[config.mk]
export PLATFORM = sky130hd
export DESIGN_NAME = u32_to_decimal_ascii_unit
export DESIGN_NICKNAME = d
export VERILOG_FILES = /design/src/design/u2d_pkg.sv /design/src/design/u32_to_decimal_ascii_unit.sv /design/src/design/u2d_cell.sv /design/src/design/u2d_emit.sv
export SDC_FILE = /design/constraint.sdc
export NUM_CORES = 1
export LEC_CHECK = 0
export BUFFER_PORTS_ARGS = -buffer_cell sky130_fd_sc_hd__buf_2
export CAP_MARGIN = 5
export CORE_UTILIZATION = 56
export DETAILED_ROUTE_END_ITERATION = 8
export PLACE_DENSITY_LB_ADDON = 0.12
export SETUP_SLACK_MARGIN = 0.5
export SLEW_MARGIN = 15
export SYNTH_ARGS = -nofsm -noshare
export SYNTH_HDL_FRONTEND = slang
export SYNTH_SLANG_ARGS = --single-unit
export TNS_END_PERCENT = 20
[constraint.sdc]
create_clock -name i_clk -period 7.55 [get_ports i_clk]
set_input_delay 1.51 -clock i_clk [delete_from_list [all_inputs] [get_ports i_clk]]
set_output_delay 1.51 -clock i_clk [all_outputs]
set_load 0.05 [all_outputs]
[src/design/u2d_pkg.sv]
// ----------------------------------------------------------------------------
// u2d_pkg: shared types and constants for the u32 to decimal ascii unit
// Holds digit types, widths and the control bundle of the digit cells.
// ----------------------------------------------------------------------------
package u2d_pkg;

    localparam int C_VALUE_W    = 32;
    localparam int C_DIGIT_W    = 4;
    localparam int C_NUM_DIGITS = 10;
    localparam int C_IDX_W      = $clog2(C_NUM_DIGITS);
    localparam int C_CNT_W      = $clog2(C_VALUE_W);
    localparam int C_CHAR_W     = 6;
    localparam int C_TDATA_W    = 8;

    localparam logic [C_CHAR_W-1:0]  C_ASCII_ZERO = 6'd48;
    localparam logic [C_DIGIT_W-1:0] C_ADJ_LIMIT  = 4'd5;
    localparam logic [C_DIGIT_W-1:0] C_ADJ_ADD    = 4'd3;
    localparam logic [C_CNT_W-1:0]   C_LAST_BIT   = C_CNT_W'(C_VALUE_W - 1);

    typedef logic [C_DIGIT_W-1:0]                    t_digit;
    typedef logic [C_NUM_DIGITS-1:0][C_DIGIT_W-1:0]  t_digit_vec;
    typedef logic [C_IDX_W-1:0]                      t_idx;

    // control of every cell in the chain
    typedef struct packed {
        logic clear;
        logic shift;
    } t_cell_ctrl;

endpackage

[src/design/u32_to_decimal_ascii_unit.sv]
// ----------------------------------------------------------------------------
// u32_to_decimal_ascii_unit: unsigned 32-bit to decimal ascii text
// Shift-add-3 conversion in a chain of ten bcd cells, then a digit emitter.
// ----------------------------------------------------------------------------
// conversion: one input bit shifted through the cell chain per cycle
// throughput: a new value is taken only after the last one has passed to the
//   emitter; the emitter sends one character per cycle while i_m_tready is
//   high (1 to 10 per value), in parallel with the next conversion
// reset: synchronous active-low, clears the sequencer and the emitter state
module u32_to_decimal_ascii_unit (
    input  logic                          i_clk,
    input  logic                          i_rst_n,
    input  logic                          i_s_tvalid,
    output logic                          o_s_tready,
    input  logic [u2d_pkg::C_VALUE_W-1:0] i_s_tdata,  // [31:0] value
    output logic                          o_m_tvalid,
    input  logic                          i_m_tready,
    output logic [u2d_pkg::C_TDATA_W-1:0] o_m_tdata,  // [5:0] digit_char
    output logic                          o_m_tlast
);
    import u2d_pkg::*;

    typedef enum logic [2:0] {
        S_IDLE  = 3'b001,
        S_SHIFT = 3'b010,
        S_HOLD  = 3'b100
    } t_state;

    t_state                r_state;
    t_state                n_state;
    logic [C_VALUE_W-1:0]  r_value;
    logic [C_VALUE_W-1:0]  n_value;
    logic [C_CNT_W-1:0]    r_bit_cnt;
    logic [C_CNT_W-1:0]    n_bit_cnt;
    logic                  w_accept;
    logic                  w_emit_ready;
    logic                  w_load;
    t_cell_ctrl            w_ctrl;
    logic [C_NUM_DIGITS-1:0] w_carry;
    logic                  w_overflow;
    t_digit_vec            w_digits;

    assign o_s_tready = (r_state == S_IDLE);
    assign w_accept   = i_s_tvalid && o_s_tready;
    assign w_load     = (r_state == S_HOLD) && w_emit_ready;

    // sequencer
    always_comb begin
        n_state   = r_state;
        n_value   = r_value;
        n_bit_cnt = r_bit_cnt;
        unique case (r_state)
            S_IDLE: begin
                if (w_accept) begin
                    n_state   = S_SHIFT;
                    n_value   = i_s_tdata;
                    n_bit_cnt = '0;
                end
            end
            S_SHIFT: begin
                n_value   = {r_value[C_VALUE_W-2:0], 1'b0};
                n_bit_cnt = r_bit_cnt + 1'b1;
                if (r_bit_cnt == C_LAST_BIT) begin
                    n_state = S_HOLD;
                end
            end
            S_HOLD: begin
                if (w_emit_ready) begin
                    n_state = S_IDLE;
                end
            end
            default: begin
                n_state = S_IDLE;
            end
        endcase
    end

    always_ff @(posedge i_clk) begin
        if (!i_rst_n) begin
            r_state   <= S_IDLE;
            r_bit_cnt <= '0;
        end else begin
            r_state   <= n_state;
            r_bit_cnt <= n_bit_cnt;
        end
    end

    always_ff @(posedge i_clk) begin
        r_value <= n_value;
    end

    // cell chain, cell 0 holds the ones digit
    assign w_ctrl.clear = w_accept;
    assign w_ctrl.shift = (r_state == S_SHIFT);
    assign w_carry[0]   = r_value[C_VALUE_W-1];

    for (genvar g = 0; g < C_NUM_DIGITS; g++) begin : g_cell
        logic w_carry_out;

        u2d_cell u_cell (
            .i_clk   (i_clk),
            .i_ctrl  (w_ctrl),
            .i_carry (w_carry[g]),
            .o_carry (w_carry_out),
            .o_digit (w_digits[g])
        );

        if (g < C_NUM_DIGITS - 1) begin : g_link
            assign w_carry[g+1] = w_carry_out;
        end else begin : g_top
            assign w_overflow = w_carry_out;
        end
    end

    // character emitter
    u2d_emit u_emit (
        .i_clk      (i_clk),
        .i_rst_n    (i_rst_n),
        .i_load     (w_load),
        .i_digits   (w_digits),
        .o_ready    (w_emit_ready),
        .o_m_tvalid (o_m_tvalid),
        .i_m_tready (i_m_tready),
        .o_m_tdata  (o_m_tdata),
        .o_m_tlast  (o_m_tlast)
    );

    // checks
    a_accept_starts: assert property (@(posedge i_clk) disable iff (!i_rst_n)
        w_accept |=> (r_state == S_SHIFT) && (r_bit_cnt == '0))
        else $error("accepted value did not start conversion");

    a_no_overflow: assert property (@(posedge i_clk) disable iff (!i_rst_n)
        (r_state == S_SHIFT) |-> !w_overflow)
        else $error("carry out of top digit cell");

    a_load_emits: assert property (@(posedge i_clk) disable iff (!i_rst_n)
        w_load |=> o_m_tvalid)
        else $error("loaded digits not presented");

    a_char_range: assert property (@(posedge i_clk) disable iff (!i_rst_n)
        o_m_tvalid |-> (o_m_tdata >= 8'd48) && (o_m_tdata <= 8'd57))
        else $error("character outside decimal digit range");

endmodule

[src/design/u2d_cell.sv]
// ----------------------------------------------------------------------------
// u2d_cell: one bcd digit cell of the shift-add-3 chain
// Adds 3 when the digit is 5 or more, then shifts left taking the carry in
// from its lower neighbor and handing its top bit to the upper neighbor.
// ----------------------------------------------------------------------------
module u2d_cell (
    input  logic                i_clk,
    input  u2d_pkg::t_cell_ctrl i_ctrl,
    input  logic                i_carry,
    output logic                o_carry,
    output u2d_pkg::t_digit     o_digit
);
    import u2d_pkg::*;

    t_digit r_digit;
    t_digit n_digit;
    t_digit w_adj;

    // add-3 correction and shift
    always_comb begin
        w_adj   = (r_digit >= C_ADJ_LIMIT) ? (r_digit + C_ADJ_ADD) : r_digit;
        n_digit = r_digit;
        if (i_ctrl.clear) begin
            n_digit = '0;
        end else if (i_ctrl.shift) begin
            n_digit = {w_adj[C_DIGIT_W-2:0], i_carry};
        end
    end

    always_ff @(posedge i_clk) begin
        r_digit <= n_digit;
    end

    assign o_carry = w_adj[C_DIGIT_W-1];
    assign o_digit = r_digit;

endmodule

[src/design/u2d_emit.sv]
// ----------------------------------------------------------------------------
// u2d_emit: digit emitter
// Takes the ten finished bcd digits, finds the most significant nonzero one
// and sends one ascii character per item down to the least significant.
// ----------------------------------------------------------------------------
module u2d_emit (
    input  logic                          i_clk,
    input  logic                          i_rst_n,
    input  logic                          i_load,
    input  u2d_pkg::t_digit_vec           i_digits,
    output logic                          o_ready,
    output logic                          o_m_tvalid,
    input  logic                          i_m_tready,
    output logic [u2d_pkg::C_TDATA_W-1:0] o_m_tdata,  // [5:0] digit_char
    output logic                          o_m_tlast
);
    import u2d_pkg::*;

    t_digit_vec         r_digits;
    t_idx               r_idx;
    t_idx               n_idx;
    logic               r_busy;
    logic               n_busy;
    t_idx               w_top;
    logic               w_final;
    logic [C_CHAR_W-1:0] w_char;

    // position of the most significant nonzero digit, zero gives position 0
    always_comb begin
        w_top = '0;
        for (int k = 0; k < C_NUM_DIGITS; k++) begin
            if (i_digits[k] != '0) begin
                w_top = C_IDX_W'(k);
            end
        end
    end

    assign w_final = r_busy && i_m_tready && (r_idx == '0);
    assign o_ready = !r_busy || w_final;

    // walk down from the top digit, one per taken item
    always_comb begin
        n_busy = r_busy;
        n_idx  = r_idx;
        if (i_load) begin
            n_busy = 1'b1;
            n_idx  = w_top;
        end else if (w_final) begin
            n_busy = 1'b0;
        end else if (r_busy && i_m_tready) begin
            n_idx = r_idx - 1'b1;
        end
    end

    always_ff @(posedge i_clk) begin
        if (!i_rst_n) begin
            r_busy <= 1'b0;
            r_idx  <= '0;
        end else begin
            r_busy <= n_busy;
            r_idx  <= n_idx;
        end
    end

    always_ff @(posedge i_clk) begin
        if (i_load) begin
            r_digits <= i_digits;
        end
    end

    // ascii output
    assign w_char     = C_ASCII_ZERO + {{(C_CHAR_W-C_DIGIT_W){1'b0}}, r_digits[r_idx]};
    assign o_m_tvalid = r_busy;
    assign o_m_tdata  = {{(C_TDATA_W-C_CHAR_W){1'b0}}, w_char};
    assign o_m_tlast  = (r_idx == '0);

endmodule
### Word-level counts from Yosys, hierarchy flattened

Index checks and enable logic that the tools add are counted.
W data, S select, Z words.

* equality and inequality tests: 8
* muxes and demuxes: 34
* $add $sub $neg: 13
* order comparisons: 11
* reductions and logical operators: 22

Operators with widths (count)
* $pmux W32 S2: 1
* $mux W4: 15
* $ge A4 B3 Y1 const B: 10
* $add A4 B2 Y4 const B: 9
* $reduce_bool A4 Y1: 9
* $mux W32: 1
* $mux W3: 8
* $bmux W4 S4: 1
* $pmux W5 S2: 1
* $pmux W3 S3: 1
* $add A5 B5 Y6 const A: 1
* $reduce_bool A2 Y1: 3
* $add A5 B1 Y5 const B: 1
* $eq A5 B5 Y1 const B: 1
* $lt A4 B5 Y1 const B: 1
* $mux W5: 1
* $logic_and A1 B1 Y1: 4
* $logic_not A4 Y1: 1
* $mux W2: 2
* $ne A2 B1 Y1 const B: 2
* $ne A2 B2 Y1 const B: 2
* $reduce_and A2 Y1: 2
* $sub A4 B1 Y4 const B: 1
* $add A3 B2 Y3 const B: 1
* other kinds (7): 9

* logic and storage cells: 113
* output and inout port bits: 11
* register bits: 125
* input port bits: 36

### Depth between registers and ports, before layout

* word-level depth: 11
* depth in mapped cells: 10
* gate-level depth less buffers: 7

### Hierarchy

Synthesis repeated with hierarchy kept, for this count alone.

* cells, all modules: 624
* area, all modules: 6382.4 um2

By module, submodules not included
* u2d_cell: cells an instance 31, times used 10, area an instance 260.2 um2, seq. area each 80.1 um2
* u2d_emit: cells an instance 132, times used 1, area an instance 2018.2 um2, seq. area each 1301.2 um2
* u32_to_decimal_ascii_unit: cells an instance 182, times used 1, area an instance 1761.7 um2, seq. area each 1121.1 um2

### Least setup slack after synthesis

OpenSTA, ideal clock, no wires.

* path type: flip-flop to output port
* start: register u_emit.r_idx[0]
* end: output o_m_tdata[0] in the netlist's numbering
* arrival: 1.834 ns
* stages on the path, launching flop included: 6
* slack: 4.206 ns
* cell sequence: dfxtp_1 buf_2 buf_2 mux4_2 mux2i_1 o22ai_1

* word-level cells in the longest chain between the ends: 3

Ends and longest elaborated chain
* start, declared: line u2d_emit.sv:20 `t_idx r_idx;`
* start signal, assigned: line u2d_emit.sv:61 `r_idx <= n_idx;`
* $bmux W4 S4: line u2d_emit.sv:72 `assign w_char = C_ASCII_ZERO + {{(C_CHAR_W-C_DIGIT_W){1'b0}}, r_digits[r_idx]};`
* $mux W4 (not written as such): line u2d_emit.sv:72
* $add A5 B5 Y6: line u2d_emit.sv:72
* end, declared: line u32_to_decimal_ascii_unit.sv:18 `output logic [u2d_pkg::C_TDATA_W-1:0] o_m_tdata,`

No other way between the ends. The select of a mux whose other input is x is not followed.

### Worst setup path in the final report

Ends and elaborated chain as after synthesis.

==> qor.txt <==
GRT
--------------------------------------------------------------------------------------------------
Largest net degree at the start of global routing                                               69
Congestion Overflow GR                                                                           0
GRT Overall Usage                                                                            0.228
Number of global-route vias before repair                                                     3892
Number of antenna violations at the first check in global routing                                0
First-pass GRT wire length                                                                19400 µm

YOSYS
--------------------------------------------------------------------------------------------------
Yosys warning total                                                                              0
Post-Syn Instances                                                                             587
Seq/Total Area, Yosys                                                                        0.546
Number of distinct library cell variants in the gate-level netlist after synthesis              43
Post-synthesis average cell area                                                          10.0 µm²
Seq cells post-synth                                                                           125
Mapped Area                                                                            0.00590 mm²

PWR
--------------------------------------------------------------------------------------------------
Switching power summed over all nets                                                      0.325 mW
Power per unit of standard cell area                                                    233 mW/mm²
Fraction of power consumed by the clock network                                              0.492
Leakage power total                                                                        2.56 nW
Combinational power share                                                                    0.036
Maximum resistive drop on vdd                                                           0.000147 V
Net switching fraction of the power                                                          0.207
Internal power consumption                                                                 1.25 mW
Sequential Power Share                                                                       0.473

SETUP PATH
--------------------------------------------------------------------------------------------------
Startpoint types                                                                         flip-flop
Largest fanout on the critical path                                                             16
Worst Path Class, Setup                                                                    reg2out
Data required time of the worst path                                                       6.04 ns
Critical Path Sink Type                                                                output port
WP data arrival                                                                            2.43 ns

FINISH
--------------------------------------------------------------------------------------------------
Number of inserted diodes                                                                        0
Area growth from synthesis to layout                                                         14.1%
Number of nets at the end of the flow                                                          680
Number of filler instances in the final layout                                                 836
Area of the multi-input gates                                                          0.00243 mm²
Footprint of the flip-flops and latches                                                0.00322 mm²
Fraction of final layout cells with drive strength greater than 1                            0.148

CTS
--------------------------------------------------------------------------------------------------
Clock transition time at the flip-flop clock pins of the worst setup and hold paths        0.06 ns
Master cell of the clock root buffer                                                  sky130_fd_sc_hd__clkbuf_8
Quantity of gates resized following cts                                                          0
Clock Tree Buf Depth                                                                             2
Total of hold buffers inserted after clock tree synthesis                                        0
CTS tree                                                                                      done
CTS Buf Count                                                                                   17
Num Clock Sinks                                                                                125
Number of setup buffers added after CTS                                                          0
Number of levels in the clock H-tree                                                             4
Clock Latency Late Sink                                                                    0.51 ns

FLOORPLANNING
--------------------------------------------------------------------------------------------------
Full die area                                                                           0.0109 mm²
IO Pins                                                                                         47
Initial standard-cell utilization of the core                                                0.574
Die width                                                                                   105 µm
Placeable core area                                                                     0.0103 mm²
DIE HEIGHT                                                                                  105 µm
Cell Rows                                                                                       37

TIMING
--------------------------------------------------------------------------------------------------
Rel. slew slack                                                                              0.357
Largest clock skew in the final design                                                  0.00712 ns
RSZ-0062 raised after global routing                                                         false
Actual transition at the worst max-transition pin                                         0.962 ns
Setup-failing EPs final                                                                          0
Count of final max-slew check failures                                                           0
Sum of negative setup slack                                                                   0 ns
Share of the cycle needed by the critical path after routing                                 0.523
Hold violation count in the final report                                                         0
Maximum achievable frequency                                                               253 MHz
Final min period                                                                           3.94 ns
Tightest hold margin                                                                      0.470 ns

DETAILED ROUTING
--------------------------------------------------------------------------------------------------
DR vias/cell                                                                                  5.47
DRC violations left                                                                              0
Wire length after detailed routing                                                        11400 µm
Number of detailed-route iterations in the first pass                                            5
Post-detailed-route count of antenna-violating nets                                              0
Routed via count                                                                              4210
Average wire per cell in the routed design                                                 14.8 µm
DR iter-0 viols                                                                                304

PLACEMENT
--------------------------------------------------------------------------------------------------
Number of port buffers                                                                          42
Final HPWL from detailed placement                                                         7800 µm
Final Wtd Congestion                                                                         0.897

RUN STATUS
--------------------------------------------------------------------------------------------------
Outcome                                                                                  completed

WORST HOLD PATH
--------------------------------------------------------------------------------------------------
Worst Hold Class                                                                           reg2reg

RUN
--------------------------------------------------------------------------------------------------
Max-cap viol count                                                                               0

[layout make-up]
class	count	share of cell area
Clock buffer	21	0.0683
Clock inverter	10	0.0171
Inverter	27	0.0151
Multi-Input combinational cell	405	0.361
Sequential cell	125	0.479
Tap cell	136	0.0253
Timing Repair Buffer	45	0.0346
[logic make-up after synthesis]
kind of cell / synth area share
compound gates: 0.116
other cells: 0.00127
buf+inv: 0.0448
xor+xnor: 0.0208
simple gates: 0.178
mux: 0.0441
fa+ha+maj: 0.0488
flops: 0.546
[state kept, by name (all words and copies together) (netlist names)]
register,flops
u_emit.r_idx,4
r_value,32
u_emit.r_digits,40
u_emit.o_m_tvalid,1
g_cell.u_cell.o_digit,40
r_bit_cnt,5
r_state,3
[critical path: stages (launching register included)]
cell and delay, ns:
sky130_fd_sc_hd__dfxtp_1 0.86, sky130_fd_sc_hd__mux4_2 0.61, sky130_fd_sc_hd__mux2i_1 0.15, sky130_fd_sc_hd__o22ai_1 0.09, sky130_fd_sc_hd__buf_2 0.22
[final timing paths]
check	end	from	slack, ns	depth (start not counted)
worst min register to register	g_cell[0].u_cell.o_digit[0]	r_value[31]	0.47	2
worst max register to register	u_emit.r_idx[3]	u_emit.r_idx[0]	4.57	7
worst max-delay path	o_m_tdata[0]	u_emit.r_idx[0]	3.61	4
worst min-delay path	g_cell[0].u_cell.o_digit[0]	r_value[31]	0.47	2
[layer usage]
layer  share of wire  up-vias  GRT usage  wire, µm
met3           0.043       13     0.0593       493
met2            0.46      107      0.344      5290
met1            0.48     1963      0.323      5460
met5               0        -          0         0
met4           0.013        0     0.0744       143
li1                -     2127          -         -
[power by group through the flow]
stage	Sequential (mW)	Combinational (mW)	Clock (mW)
3_5_place_dp	0.756	0.0568	0
2_1_floorplan	0.755	0.0388	0
4_1_cts	0.742	0.0569	0.786
5_1_grt	0.743	0.0630	0.815
6_report	0.742	0.0562	0.772
3_3_place_gp	0.756	0.0559	0
[per-stage QoR]
stage | power, mW | util | area, µm² | std cells | worst slack [ns]
after detailed placement | 0.813 | 0.599 | 6150 | 738 | 4.11
after global routing | 1.62 | 0.655 | 6730 | 769 | 3.41
after CTS | 1.59 | 0.655 | 6730 | 769 | 3.56
final | 1.57 | 0.655 | 6730 | 769 | 3.61
after global placement | 0.812 | 0.599 | 6150 | 738 | 4.15
after floorplan | 0.794 | - | 5910 | 589 | 4.21
[layout by cell type, fill, tap and decap left out, types with 2 or more instances in the layout]
master,synthesis,routed
sky130_fd_sc_hd__bufinv_16,0,2
sky130_fd_sc_hd__nand2_1,110,110
sky130_fd_sc_hd__a31oi_1,2,2
sky130_fd_sc_hd__mux4_2,8,8
sky130_fd_sc_hd__a21oi_1,50,50
sky130_fd_sc_hd__o22ai_1,5,5
sky130_fd_sc_hd__nor2_1,36,36
sky130_fd_sc_hd__clkbuf_8,0,4
sky130_fd_sc_hd__buf_4,4,3
sky130_fd_sc_hd__clkinv_4,0,2
sky130_fd_sc_hd__clkbuf_16,0,16
sky130_fd_sc_hd__inv_1,26,26
sky130_fd_sc_hd__nand2b_1,11,11
sky130_fd_sc_hd__mux2i_1,8,8
sky130_fd_sc_hd__nor2b_1,2,2
sky130_fd_sc_hd__nand3_1,40,40
sky130_fd_sc_hd__ha_1,23,23
sky130_fd_sc_hd__clkinvlp_4,0,3
sky130_fd_sc_hd__o21ai_0,50,50
sky130_fd_sc_hd__nor3b_1,14,13
sky130_fd_sc_hd__and2_1,2,2
sky130_fd_sc_hd__or3b_2,2,2
sky130_fd_sc_hd__edfxtp_1,72,72
sky130_fd_sc_hd__dfxtp_1,53,53
sky130_fd_sc_hd__o32ai_1,5,5
sky130_fd_sc_hd__clkinv_2,0,3
sky130_fd_sc_hd__conb_1,2,4
sky130_fd_sc_hd__nor3_1,2,2
sky130_fd_sc_hd__buf_2,4,42
sky130_fd_sc_hd__xor2_1,4,4
sky130_fd_sc_hd__xnor2_1,10,10
sky130_fd_sc_hd__or3b_1,3,2
[synthesized netlist by cell type, drive strengths merged]
cell	instances	area [µm²]
nand2	110	413
edfxtp	72	2160
dfxtp	53	1060
o21ai	52	275
a21oi	50	250
nand3	40	200
nor2	36	135
inv	26	97.6
ha	23	288
clkbuf	21	78.8
nor3b	14	105
buf	11	83.8
nand2b	11	68.8
xnor2	10	87.6
mux2i	8	80.1
mux4	8	180
o22ai	5	31.3
o32ai	5	43.8
or3b	5	43.8
xor2	4	35.0
and2	3	20.0
a31oi	2	12.5
conb	2	7.51
nor2b	2	12.5
nor3	2	10.0
o221a	2	22.5
a2111oi	1	8.76
a211oi	1	12.5
a21o	1	8.76
a41o	1	10.0
and3	1	6.26
clkinv	1	3.75
nand3b	1	7.51
nand4	1	21.3
o31ai	1	7.51
or3	1	6.26
Power figures use the tool's default switching activity.
